File: src/design/vcgf_pkg.sv
// vcgf_pkg: shared types and constants of the voxel count grid filter
// no dependencies; used by vcgf_div, voxel_count_grid_filter and the bench
package vcgf_pkg;

  // fixed field widths
  localparam int unsigned COORD_W    = 32;
  localparam int unsigned VSIZE_W    = 16;
  localparam int unsigned DIM_W      = 6;
  localparam int unsigned THR_W      = 16;
  localparam int unsigned OUT_CNT_W  = 16;
  localparam int unsigned CFG_IDX_W  = 3;
  localparam int unsigned CFG_DATA_W = 32;
  // grid index width, covers dimensions up to 512
  localparam int unsigned IDX_W      = 9;
  localparam int unsigned FOUND_W    = 5;

  // operation codes
  typedef enum logic [1:0] {
    FUNC_INSERT = 2'd0,
    FUNC_QUERY  = 2'd1,
    FUNC_SIZE   = 2'd2,
    FUNC_NBR    = 2'd3
  } func_e;

  // configuration register indexes
  typedef enum logic [CFG_IDX_W-1:0] {
    CFG_ORIGIN_X = 3'd0,
    CFG_ORIGIN_Y = 3'd1,
    CFG_ORIGIN_Z = 3'd2,
    CFG_VSIZE    = 3'd3,
    CFG_DIM_X    = 3'd4,
    CFG_DIM_Y    = 3'd5,
    CFG_DIM_Z    = 3'd6
  } cfg_idx_e;

  // sequencer states
  typedef enum logic [3:0] {
    ST_CLEAR,
    ST_IDLE,
    ST_DIV,
    ST_PT_RD,
    ST_PT_DAT,
    ST_SC_RD,
    ST_SC_DAT,
    ST_NB_STEP,
    ST_NB_DAT,
    ST_NB_END,
    ST_DONE
  } state_e;

endpackage

File: src/design/vcgf_div.sv
// vcgf_div: restoring divider, one quotient bit per cycle
// depends on vcgf_pkg for the operand widths
module vcgf_div (
  input  logic                          clk_i,
  input  logic                          rst_ni,
  input  logic                          start_i,
  input  logic [vcgf_pkg::COORD_W-1:0]  dividend_i,
  input  logic [vcgf_pkg::VSIZE_W-1:0]  divisor_i,
  output logic                          done_o,
  output logic [vcgf_pkg::COORD_W-1:0]  quotient_o
);

  localparam int unsigned NW = vcgf_pkg::COORD_W;
  localparam int unsigned DW = vcgf_pkg::VSIZE_W;
  localparam int unsigned SW = $clog2(NW);

  logic [NW-1:0] quo_q, quo_d;
  logic [DW-1:0] rem_q, rem_d, dvs_q;
  logic [SW-1:0] step_q, step_d;
  logic          run_q, run_d, done_q, done_d;
  logic [DW:0]   trial;

  // one restoring step
  always_comb begin
    trial  = {rem_q, quo_q[NW-1]};
    quo_d  = quo_q;
    rem_d  = rem_q;
    step_d = step_q;
    run_d  = run_q;
    done_d = 1'b0;
    if (start_i) begin
      quo_d  = dividend_i;
      rem_d  = '0;
      step_d = '0;
      run_d  = 1'b1;
    end else if (run_q) begin
      if (trial >= {1'b0, dvs_q}) begin
        rem_d = DW'(trial - {1'b0, dvs_q});
        quo_d = {quo_q[NW-2:0], 1'b1};
      end else begin
        rem_d = trial[DW-1:0];
        quo_d = {quo_q[NW-2:0], 1'b0};
      end
      step_d = step_q + 1'b1;
      if (step_q == SW'(NW - 1)) begin
        run_d  = 1'b0;
        done_d = 1'b1;
      end
    end
  end

  always_ff @(posedge clk_i or negedge rst_ni) begin
    if (!rst_ni) begin
      run_q  <= 1'b0;
      done_q <= 1'b0;
      step_q <= '0;
    end else begin
      run_q  <= run_d;
      done_q <= done_d;
      step_q <= step_d;
    end
  end

  // operands
  always_ff @(posedge clk_i) begin
    quo_q <= quo_d;
    rem_q <= rem_d;
    if (start_i) begin
      dvs_q <= divisor_i;
    end
  end

  assign done_o     = done_q;
  assign quotient_o = quo_q;

endmodule

File: config.mk
export PLATFORM = sky130hd
export DESIGN_NAME = vcgf_div
export DESIGN_NICKNAME = d
export VERILOG_FILES = /design/src/design/vcgf_pkg.sv /design/src/design/vcgf_div.sv
export SDC_FILE = /design/constraint.sdc
export NUM_CORES = 1
export LEC_CHECK = 0
export ABC_AREA = 1
export BUFFER_PORTS_ARGS = -buffer_cell sky130_fd_sc_hd__buf_2
export CORE_UTILIZATION = 59
export DETAILED_ROUTE_END_ITERATION = 6
export PLACE_DENSITY_LB_ADDON = 0.3
export SYNTH_ARGS = -nofsm -noshare
export SYNTH_HDL_FRONTEND = slang
export SYNTH_SLANG_ARGS = --single-unit
File: constraint.sdc
create_clock -name clk_i -period 4.5 [get_ports clk_i]
set_input_delay 0.225 -clock clk_i [delete_from_list [all_inputs] [get_ports clk_i]]
set_output_delay 0.225 -clock clk_i [all_outputs]
set_load 0.01 [all_outputs]
==> metrics.txt <==
sequential area share after synthesis=between 40% and 50%; Hold Crit Class=in2reg; total global routing overflow=0; number of CTS-inserted buffers=9; Area Growth Syn to Fin=16.0%; fin area=4690 um2; vias=3500; largest net degree at the start of global routing=48; CTS tree=yes; Ports=84; VDD IR max=around 0.26 mV; Max Clk Rate=about 0.43 GHz; GP Congestion=0.857; #FFs+latches synth=71; RR Startpoint=run_q$_DFF_PN0_; failing checks=DRC; number of remaining DRC errors=1; Combinational Power Share=45.8%; # clock sinks=71; reg2reg end=quotient_o[5]$_DFFE_PP_; RSZ-0062 raised after global routing=false; wire per inst=about 13 um; worst-skew pair later-pin latency=approximately 0.35 ns; Slew @ Worst Pin=1.20 ns; post-synth cell types=33; top cells by area, synth=edfxtp_1, nand2_1, dfxtp_1; total wire length=a little under 9000 um; top-count cell post-synth=nand2_1; Synth async-reset ratio=9.86%; post-route minimum period=around 2.3 ns; Final Skew=about 0.0086 ns; endpoints failing hold=0; detailed-placement wirelength estimate=roughly 6300 um; syn_nets=between 500 and 600; headroom to the max-slew limit=19.8%; die span in y=roughly 85 um; Syn. warnings=0; Reg2Reg Setup Slack=roughly 2.2 ns; count of standard-cell rows=29; Area after DPL=4510 um2; initial antenna violation count=0; status=complete, but fails checks; Post-Syn Area=slightly above 4000 um2; Cells after Synth=around 510; final net count=between 600 and 700; average via count per standard cell=slightly above 5; Worst Path Arrival=2.21 ns; Int Pwr=approximately 1.5 mW; Root Driver=clkbuf_8; crit share post-route=roughly half; Reg power frac=a little over a third; die width=roughly 85 um; Worst-path clk slew=approximately 0.080 ns; Final Max Tran Viols=0; met3 GRT Util=6.59%; power density over the cells=531 nW/um2; HP Start=divisor_i[9]; Initial Util=62.3%; total of max-cap violations=0; first-pass GRT wire length=roughly 15000 um; input/output buffers=just over 80; n_diodes=0; Clock Power Share=a little under a fifth; Psw=1.04 mW; met1 global-route usage=between 30 and 40%; share of layout cells above drive strength 1=20.9%; H-tree lvl count=3; Hold Crit Depth=1; Yosys top cell area share=between 30 and 40%; initial drt markers=a little under 300; die area=~7200 um2; critical-path maximum fanout=33; GRT Total Usage=a little over a quarter; R2R cell count=2; Commonest cells post-synth=nand2_1, inv_1, edfxtp_1; Post-synth EDFFs=48; DRT antenna net count=0; GR Util met2=43.6%; 1st-pass router iterations=7; top_reg_cell synth=edfxtp_1; Critical Path Start Type=flop; switching power share of the total=a little over two fifths; Avg Cell Area, Syn=7.89 um2; crit path kind=reg2reg; vias in the first global route=between 3000 and 4000; Static Leak=2.56 nW; Setup Viol. Count Final=0; Core Area=around 6500 um2; Synth area leader=edfxtp_1; Longest Clk Path Bufs=2; crit end category=flop; GRT busiest layer=met2; CP required=between 4 and 5 ns; Total Power=2.49 mW; Crit. Startpoint=run_q$_DFF_PN0_; Setup TNS Final=0 ns; end of the critical path=quotient_o[5]$_DFFE_PP_
[kinds of logic after synthesis]
| group | after synthesis | share of synthesized area, % |
|---|---|---|
| simple gates | 308 | 33.5 |
| compound gates | 15 | 2.07 |
| flops | 71 | 47.9 |
| buf+inv | 93 | 8.94 |
| xor+xnor | 7 | 1.52 |
| fa+ha+maj | 19 | 6.06 |
[registers in the layout (all words and copies together), names as in the netlist]
name	flops
done_o	1
dvs_q	16
quotient_o	32
rem_q	16
run_q	1
step_q	5
[what timing repair did]
action	4_1_cts	5_1_grt
buffers inserted	0	0
resized for setup	0	0
hold endpoints to repair	7	0
hold buffers	1	0
[through the flow]
step | util (%) | hold WS, ns | setup WS, ns | instances
after floorplan | - | -0.0706 | 2.68 | 513
after global placement | 69.5 | 0.0630 | 2.21 | 663
after detailed placement | 69.5 | 0.0652 | 2.18 | 663
after CTS | 72.3 | 0.0361 | 2.17 | 680
after global routing | 72.3 | 0.0330 | 1.96 | 680
final | 72.3 | 0.0449 | 2.17 | 680
[placed cells by master, fill, tap and decap left out, drive strengths merged, types with 3 or more instances in the layout]
cell type  count
buf           85
nor2          17
clkinv         4
nand3b         4
nand3         40
dfxtp         16
a21oi          8
dfrtp          7
xnor2          5
o21ai          3
nor3           9
clkbuf        12
inv           79
ha            18
nand2        233
edfxtp        48
[worst min-delay path by stage]
stage / end
CTS: dvs_q[3]$_DFFE_PP_
global route: dvs_q[9]$_DFFE_PP_
finish: dvs_q[9]$_DFFE_PP_
global placement: done_o$_DFF_PN0_
floorplan: done_o$_DFF_PN0_
detailed placement: step_q[0]$_DFFE_PN0P_
[area by class of cell]
class | instances | area (um2)
sequential | 71 | 1940
fill | 506 | 1800
multi-input combinational | 349 | 1750
timing repair buffer | 86 | 440
inverter | 81 | 304
clock buffer | 12 | 145
tap | 77 | 96.3
clock inverter | 4 | 23.8
[per-layer routing]
layer | wire length (um) | vias to the layer above | share of wire (%)
met5 | 0 | - | 0
met4 | 136 | 0 | 1.5
met3 | 586 | 12 | 6.6
met2 | 4200 | 139 | 47
met1 | 4000 | 1581 | 45
li1 | - | 1768 | -
[power groups by stage]
stage | Clock [mW] | Sequential (mW) | Combinational, mW
after detailed placement | 0 | 0.904 | 1.11
after CTS | 0.457 | 0.893 | 1.12
after global routing | 0.486 | 0.909 | 1.28
final | 0.455 | 0.895 | 1.14
after floorplan | 0 | 0.904 | 0.879
after global placement | 0 | 0.902 | 1.08
[critical path, stage by stage (launching register included)]
cell,delay (ns)
dfrtp_1,0.44
nor2_2,0.64
inv_1,0.77
Note: power is estimated with default switching activity, not from simulation.
